==> config.mk <==
export PLATFORM = sky130hd
export DESIGN_NAME = frs_queue
export DESIGN_NICKNAME = d
export VERILOG_FILES = /design/src/frs_pkg.sv /design/src/frs_queue.sv
export SDC_FILE = /design/constraint.sdc
export NUM_CORES = 1
export LEC_CHECK = 0
export ABC_AREA = 1
export BUFFER_PORTS_ARGS = -buffer_cell sky130_fd_sc_hd__buf_2
export CAP_MARGIN = 0
export CORE_MARGIN = 2
export CORE_UTILIZATION = 40
export CTS_CLUSTER_DIAMETER = 200
export DETAILED_ROUTE_END_ITERATION = 10
export GPL_ROUTABILITY_DRIVEN = 0
export PLACE_DENSITY = 0.58
export SYNTH_ARGS = -nofsm -noshare
export SYNTH_HDL_FRONTEND = slang
export SYNTH_SLANG_ARGS = --single-unit
export TNS_END_PERCENT = 1
==> constraint.sdc <==
create_clock -name clk -period 3.25 [get_ports clk]
set_input_delay 0.1625 -clock clk [delete_from_list [all_inputs] [get_ports clk]]
set_output_delay 0.1625 -clock clk [all_outputs]
set_load 0.03 [all_outputs]
==> src/frs_pkg.sv <==
// Shared types and constants of the FASTA record splitter.
// No dependencies; every other file of the block imports this package.
`default_nettype none
package frs_pkg;

    // Input operations.
    localparam logic [1:0] OP_START = 2'd0;
    localparam logic [1:0] OP_DATA  = 2'd1;
    localparam logic [1:0] OP_END   = 2'd2;

    // Result kinds.
    localparam logic [1:0] KIND_SEQ   = 2'd0;
    localparam logic [1:0] KIND_HDR   = 2'd1;
    localparam logic [1:0] KIND_INDEX = 2'd2;

    // Configuration register indexes.
    localparam int CFG_INDEX_BITS = 3;
    localparam int CFG_DATA_BITS  = 8;
    localparam logic [CFG_INDEX_BITS-1:0] REG_EOS_ENABLE    = 3'd0;
    localparam logic [CFG_INDEX_BITS-1:0] REG_INITIAL_EOS   = 3'd1;
    localparam logic [CFG_INDEX_BITS-1:0] REG_EOS_CHARACTER = 3'd2;
    localparam logic [CFG_INDEX_BITS-1:0] REG_EOS_LENGTH    = 3'd3;
    localparam logic [CFG_INDEX_BITS-1:0] REG_UPPERCASE     = 3'd4;

    // Register reset values.
    localparam logic       RST_EOS_ENABLE    = 1'b1;
    localparam logic       RST_INITIAL_EOS   = 1'b1;
    localparam logic [7:0] RST_EOS_CHARACTER = 8'd10;
    localparam logic [1:0] RST_EOS_LENGTH    = 2'd1;
    localparam logic       RST_UPPERCASE     = 1'b1;

    // Character constants.
    localparam logic [7:0] CHAR_GT    = 8'h3E;
    localparam logic [7:0] CHAR_LF    = 8'h0A;
    localparam logic [7:0] CHAR_CR    = 8'h0D;
    localparam logic [7:0] PRINT_LO   = 8'd33;
    localparam logic [7:0] PRINT_HI   = 8'd126;
    localparam logic [7:0] LOWER_A    = 8'h61;
    localparam logic [7:0] LOWER_Z    = 8'h7A;
    localparam logic [7:0] CASE_DIFF  = 8'd32;
    localparam logic [1:0] LONG_MARK  = 2'd3;

    localparam int OFFSET_BITS = 48;

    typedef logic [OFFSET_BITS-1:0] offset_t;

    // One burst of results: an optional byte, up to three markers, an optional index record.
    typedef struct packed {
        logic       has_byte;
        logic       byte_hdr;
        logic [7:0] byte_val;
        logic [1:0] n_marks;
        logic       has_index;
        offset_t    seq_off;
        offset_t    hdr_off;
    } cmd_t;

endpackage
`default_nettype wire

==> src/frs_queue.sv <==
// Short command queue between the front end and the result sequencer.
// Depends on frs_pkg.
`default_nettype none
module frs_queue
    import frs_pkg::*;
#(
    parameter int DEPTH = 4
) (
    input  wire logic clk,
    input  wire logic rst_n,
    input  wire logic push,
    input  cmd_t      din,
    input  wire logic pop,
    output cmd_t      dout,
    output logic      full,
    output logic      empty
);

    localparam int PTR_W = (DEPTH > 1) ? $clog2(DEPTH) : 1;
    localparam int CNT_W = $clog2(DEPTH + 1);
    localparam logic [PTR_W-1:0] LAST_PTR = PTR_W'(DEPTH - 1);

    cmd_t             slots [DEPTH];
    logic [PTR_W-1:0] wr_ptr_reg, rd_ptr_reg;
    logic [CNT_W-1:0] count_reg;

    assign full  = (count_reg == CNT_W'(DEPTH));
    assign empty = (count_reg == '0);
    assign dout  = slots[rd_ptr_reg];

    always_ff @(posedge clk)
    begin
        if (push)
        begin
            slots[wr_ptr_reg] <= din;
        end
    end

    always_ff @(posedge clk or negedge rst_n)
    begin
        if (!rst_n)
        begin
            wr_ptr_reg <= '0;
            rd_ptr_reg <= '0;
            count_reg  <= '0;
        end
        else
        begin
            if (push)
            begin
                wr_ptr_reg <= (wr_ptr_reg == LAST_PTR) ? '0 : wr_ptr_reg + 1'b1;
            end
            if (pop)
            begin
                rd_ptr_reg <= (rd_ptr_reg == LAST_PTR) ? '0 : rd_ptr_reg + 1'b1;
            end
            if (push && !pop)
            begin
                count_reg <= count_reg + 1'b1;
            end
            else if (pop && !push)
            begin
                count_reg <= count_reg - 1'b1;
            end
        end
    end

endmodule
`default_nettype wire

Word-level counts from Yosys, hierarchy flattened --
Memory sizes are Yosys's and may differ from the RTL's. Cells that the tools add are included.
Cells by class: reduce and logical (&&, ||, !) cells 6, $add $sub $neg 4, equality and inequality tests 3, multiplexer cells 6
Operator list (count):
- 3-bit 2-to-1 mux | 2
- 2-bit by 1-bit adder with 2-bit output (second input constant) | 2
- 2-bit equality test (second input constant) | 2
- 2-bit 2-to-1 mux | 2
- 3-bit by 1-bit adder with 3-bit output (second input constant) | 1
- 3-bit equality test (second input constant) | 1
- 3-bit zero test | 1
- 3-bit by 1-bit subtractor with 3-bit output (second input constant) | 1
- 1-bit logical AND | 2
- 1-bit zero test | 2
- 1-bit 2-to-1 mux | 2
- 2-bit nonzero test | 1
Storage, ports and cells: memories kept 1, bits in registers 7, bits of input ports 113, bits in writable memories 436
Memory list:
- slots | words 4, bits a word 109, read ports 1, clocked after Yosys merged registers in 0, wr ports 1, line frs_queue.sv:23 | cmd_t slots [DEPTH];

Logic depth before layout (Yosys ltp) --
Gate-level depths: netlist of the first run.
depth after elaboration 4, gate-level depth with buffers 9, depth with buffers taken out 9

Least setup slack after synthesis of the first run --
OpenSTA, ideal clock, no wires.
kind register -> register, start register wr_ptr_reg[0], end memory slots[2][0] (netlist bit), enable pin, data required time 2.788 ns, library setup time 0.462 ns, period minus slack after synthesis 3.225 ns, data arrival time 2.763 ns, path slack 0.025 ns, stages on the path, launching flop included 5, path through dfrtp_1 inv_1 ha_1 nand2_1 inv_1
RTL lines:
- from (decl) | line frs_queue.sv:24 | logic [PTR_W-1:0] wr_ptr_reg, rd_ptr_reg;
- from (signal assigned) | line frs_queue.sv:51 | wr_ptr_reg <= (wr_ptr_reg == LAST_PTR) ? '0 : wr_ptr_reg + 1'b1;
- to (decl) | line frs_queue.sv:23
Straight into the memory's write port.

==> results of run 1 <==
-- layout make-up --
| type | count | area, um^2 | share of cell area, % |
|---|---|---|---|
| Clock buffer | 58 | 1200 | 5.46 |
| Tap cell | 592 | 741 | 3.38 |
| Antenna cell | 1 | 2.50 | 0.0114 |
| Inverter | 231 | 887 | 4.05 |
| Clock inverter | 27 | 185 | 0.845 |
| Timing Repair Buffer | 359 | 2560 | 11.7 |
| Multi-Input combinational cell | 578 | 3080 | 14.0 |
| Sequential cell | 443 | 13300 | 60.5 |
-- cell usage after synthesis --
master,count
edfxtp_1,436
nand2_1,342
inv_1,230
o211ai_1,217
clkbuf_8,25
buf_2,20
buf_6,14
buf_4,12
dfrtp_1,7
ha_1,6
o21ai_0,4
nor2_1,2
nor3_1,2
clkbuf_1,1
fa_1,1
inv_2,1
nand3_1,1
nand4_1,1
o211ai_2,1
xnor2_1,1
-- kinds of logic after synthesis --
group | synth area share, %
XOR/XNOR | 0.0489
buffers and inverters | 8.73
AO/OA/AOI/OAI | 9.28
AND/OR/NAND/NOR | 7.33
adder cells (fa/ha/maj) | 0.531
flip-flops | 74.1
-- power groups by stage --
stage	Clock, mW	Combinational, mW	Sequential (mW)
final	4.85	7.15	7.54
after global routing	5.24	7.80	7.60
after CTS	5.00	7.29	7.54
after detailed placement	0	7.16	7.66
after global placement	0	7.09	7.63
after floorplan	0	5.24	7.69
-- worst max path at each step --
stage	to	depth (start not counted)	startpoint
after floorplan	slots[2][0]	4	wr_ptr_reg[0]
after global placement	dout[60]	5	rd_ptr_reg[1]
after detailed placement	dout[83]	6	rd_ptr_reg[0]
after CTS	dout[83]	6	rd_ptr_reg[0]
after global routing	dout[83]	6	rd_ptr_reg[0]
final	dout[21]	6	rd_ptr_reg[0]
-- routing by layer --
metal	up-vias	wire length, um	track usage, %
met1	5122	17200	21.8
met3	53	1940	3.28
met5	-	13	0
li1	5318	-	-
met2	236	17800	27.0
met4	2	715	5.06
-- timing repair --
item                      4_1_cts  5_1_grt
hold buffers                  113        0
hold endpoints to repair      447        0
resized for setup               0        0
==> impl_results.md, run 1 <==
* Sw power at 7.51 mW
* Top-area cell type share of the netlist area at 73.1%
* Setup repair bufs after CTS at 0
* Crit-path max FO at 98
* Fin crit period at 2.62 ns
* TritonCTS clock tree: done
* Post-synthesis sequential area ratio at 74.1%
* WS Path Type: reg2out
* Slowest stage cell, crit path: dfrtp_1
* Grt total ovfl at 0
* Dpl cell area at 0.0194 mm^2
* First-pass GRT wire length at 59.0 mm
* Hold Fails Final Rpt at 0
* Comb pwr share at 36.6%
* FMAX at 0.382 GHz
* Flop-to-flop setup slack at 1.28 ns
* CTS Sinks at 443
* Mapped Cells at 1324
* TNS Setup at 0 ns
* R2R depth at 5
* Crit path top cell by count: nand2_1
* Worst-path clk slew at 0.06 ns
* Yosys cell types at 20
* IO buf count at 223
* Vias in the first global route at 10.5k
* Hold path start: din[57]
* Fillers at 3789
* Util after Layout at 49.6%
* Crit path buf inv count at 3
* First-iteration detailed-routing DRC count at 616
* Power, Total at 19.5 mW
* Residual DRC count at 0
* Die Height at 216 um
* Starting density of the core at 40.5%
* Worst-Skew Late Latency at 0.58 ns
* Syn Nets at 1444
* Worst EP required at 3.09 ns
* CP top delay family: buffers and inverters
* Startpoint Class: flop
* FF-to-FF End: slots[2][4]
* Total CTS buffers at 46
* Hold Crit Endpoint: slots[1][57]
* Pwr dens at 891 mW/mm^2
* Synthesized cell area at 0.0179 mm^2
* Final worst slack at 0.634 ns
* Via count at 10.7k
* Area Growth Syn to Fin at 22.4%
* Commonest non-fill, non-tap cell in the layout: edfxtp_1
* Int Pwr at 12.0 mW
* Pleak at 8.82 nW
* Drt wl/cell at 16.5 um
* Share of cells above drive strength 1 at 18.4%
* # placed instances at 2090
* Final wirelength at 37.7 mm
* Clock network power share at 24.8%
* Slew at the pin closest to its max-slew limit at 0.712 ns
* Die Width at 216 um
* Core Rows at 77
* Worst hold path type: in2reg
* IR drop worst, VDD at 0.000730 V
* Max FFs per register at 436
* Initial antenna violation count at 3
* Worst rel slew slack at 52.6%
* Dominant cell type by area after synthesis: edfxtp_1
* H-tree levels at 2
* Ports at 224
* Period utilisation layout at 80.5%
* Syn_area_per_cell at 13.5 um^2
* Non-filler cells in the finished layout at 2289
* RR Startpoint: wr_ptr_reg[0]
* Max Cap Viol at 0
* CP Data Arrival Time at 2.45 ns
* Fin Clk Skew at 0.0110 ns
* Crit. End Element: output port
* Worst path cell trace: inv_8 > buf_12 > nand2_1 > o211ai_1 > nand2_1 > buf_2
* Total track usage at 16.3%
* Net Sw Frac at 38.4%
* Most frequent cells in the layout: edfxtp_1, nand2_1, inv_1
* Slew Viols, Final at 0
* Reg power frac at 38.6%
* Die ar. at 0.0465 mm^2
* Critical path's largest stage delay at 0.45 ns
* Place WS at 1.20 ns
* CTS max path bufs at 3
* TritonRoute pass-1 iters at 4
* Synth area leaders: edfxtp_1, o211ai_1, nand2_1
* Post-layout nets at 1779
* Root buffer cell: clkbuf_16
* Number of synthesized register bits at 443
* HPWL Detailed at 21.7 mm
* Setup Viol. Count Final at 0
* Post-route ant nets at 0
* Via density at 4.69
* Min-Delay Path Depth at 2
* Post-route cell area at 0.0219 mm^2
* Core Area at 0.0442 mm^2
* Largest net degree at the start of global routing at 111
* Hold slack at 0.343 ns
* Outcome: finished, final reports clean
* Synth warn at 0
* Unrepaired setup endpoints after global routing: false
Note: power is estimated with default switching activity, not from simulation.
==> run 2: changes to the inputs <==
==> constraint.sdc (replaced) <==
create_clock -name clk -period 2.3 [get_ports clk]
set_input_delay 0.115 -clock clk [delete_from_list [all_inputs] [get_ports clk]]
set_output_delay 0.115 -clock clk [all_outputs]
set_load 0.03 [all_outputs]
==> impl_results.md, run 2 (same netlist as run 1, synthesis figures left out) <==
* Outcome: finished, final reports clean
* Startpoint Class: flop
* Worst path cell trace: inv_16 > buf_16 > nand2_1 > o211ai_1 > nand2_1 > buf_2
* Die ar. at 0.0465 mm^2
* CTS Sinks at 443
* Worst hold path type: in2reg
* Crit path top cell by count: nand2_1
* FMAX at 0.453 GHz
* Vias in the first global route at 10.8k
* Post-layout nets at 1796
* Starting density of the core at 40.5%
* CP Data Arrival Time at 2.09 ns
* WS Path Type: reg2out
* Worst-Skew Late Latency at 0.57 ns
* Final wirelength at 38.6 mm
* IO buf count at 223
* Post-route ant nets at 0
* First-pass GRT wire length at 59.7 mm
* HPWL Detailed at 22.6 mm
* Via count at 10.8k
* Worst-path clk slew at 0.06 ns
* Most frequent cells in the layout: edfxtp_1, nand2_1, inv_1
* Core Area at 0.0442 mm^2
* Grt total ovfl at 0
* IR drop worst, VDD at 0.000966 V
* Critical Path Stages at 6
* Area Growth Syn to Fin at 24.4%
* Worst rel slew slack at 61.9%
* Flop-to-flop setup slack at 0.47 ns
* Power, Total at 28.2 mW
* Slew Viols, Final at 0
* Residual DRC count at 0
* Setup repair bufs after CTS at 0
* Period utilisation layout at 96.0%
* Commonest non-fill, non-tap cell in the layout: edfxtp_1
* Crit-path max FO at 49
* FF-to-FF End: slots[1][19]
* Drt wl/cell at 16.8 um
* Largest net degree at the start of global routing at 111
* Max FFs per register at 436
* H-tree levels at 2
* Critical path's largest stage delay at 0.58 ns
* Crit. End Element: output port
* # diodes at 0
* Fin Clk Skew at 0.0206 ns
* Worst EP required at 2.18 ns
* Max Cap Viol at 0
* TritonRoute pass-1 iters at 6
* CP top delay family: buffers and inverters
* RR Startpoint: wr_ptr_reg[1]
* Initial antenna violation count at 1
* TNS Setup at 0 ns
* Pwr dens at 1270 mW/mm^2
* Share of cells above drive strength 1 at 19.6%
* Setup crit end: dout[82]
* Total CTS buffers at 47
* Core Rows at 77
* Root buffer cell: clkbuf_16
* Via density at 4.68
* Slowest stage cell, crit path: dfrtp_4
* Slew at the pin closest to its max-slew limit at 0.571 ns
* Crit path buf inv count at 3
* Fillers at 3802
* Pleak at 8.93 nW
* Ports at 224
* Die Width at 216 um
* R2R depth at 5
* Die Height at 216 um
* TritonCTS clock tree: done
* Total track usage at 16.4%
* First-iteration detailed-routing DRC count at 620
* CTS max path bufs at 3
* Fin crit period at 2.21 ns
* Hold Fails Final Rpt at 0
* Setup Viol. Count Final at 0
* Unrepaired setup endpoints after global routing: true
* Worst Setup SP: rd_ptr_reg[0]
==> run 2: timing repair <==
action | in CTS | in global routing
gates resized for setup | 1 | 11
hold buffers | 113 | 0
setup endpoints to repair | 51 | 85
endpoints found under the hold margin | 447 | 0
gates cloned | 0 | 3
==> run 2: metal layers <==
metal	up-vias	wire [um]	part of all wire [%]	track usage [%]
met1	5141	16900	44	21.3
li1	5353	-	-	-
met4	2	807	2.1	5.40
met2	212	19000	49	27.8
met3	56	1860	4.8	3.16
met5	-	12	0.031	0
==> run 2: how the worst min path moves through the flow <==
stage / cells past startpoint / slack [ns] / to / startpoint
6_report: 2 / 0.30 / slots[3][103] / din[103]
5_1_grt: 2 / 0.29 / slots[1][103] / din[103]
4_1_cts: 2 / 0.26 / slots[0][53] / din[53]
3_5_place_dp: 1 / -0.04 / count_reg[2] / rst_n
3_3_place_gp: 1 / -0.04 / count_reg[2] / rst_n
2_1_floorplan: 0 / -0.18 / count_reg[0] / rst_n
==> run 2: worst register-to-register path, delay by kind of cell (launching register included) <==
family / cells / cell delay, ns
DFF: 1 / 0.38
buffers and inverters: 3 / 0.94
adders and majority gates: 1 / 0.19
and+or+nand+nor: 1 / 0.07
==> run 2: area by class of cell <==
cell class                      count  area, um^2  share of cell area [%]
Tap cell                          592         741                    3.32
Clock buffer                       63        1250                    5.59
Inverter                          231         903                    4.05
Timing Repair Buffer              373        2860                    12.8
Multi-Input combinational cell    578        3100                    13.9
Sequential cell                   443       13300                    59.6
Timing Repair inverter              2        17.5                  0.0786
Clock inverter                     20         150                   0.674
==> run 2: report_power, final <==
part	internal [mW]	switching (mW)
registers	10.3	0.353
clock network	4.01	2.95
logic	3.08	7.48
total	17.4	10.8
==> run 2: stage by stage <==
| stage | utilization [%] | instance area (um^2) | setup WS, ns | std cells | hold WS, ns |
|---|---|---|---|---|---|
| 2_1_floorplan | - | 17900 | -0.370 | 1324 | -0.181 |
| 4_1_cts | 50.2 | 22200 | -0.0268 | 2299 | 0.259 |
| 5_1_grt | 50.4 | 22300 | -0.0222 | 2302 | 0.294 |
| 6_report | 50.4 | 22300 | 0.0912 | 2302 | 0.303 |
| 3_5_place_dp | 44.5 | 19700 | 0.406 | 2103 | -0.0392 |
| 3_3_place_gp | 44.5 | 19700 | 0.404 | 2103 | -0.0394 |
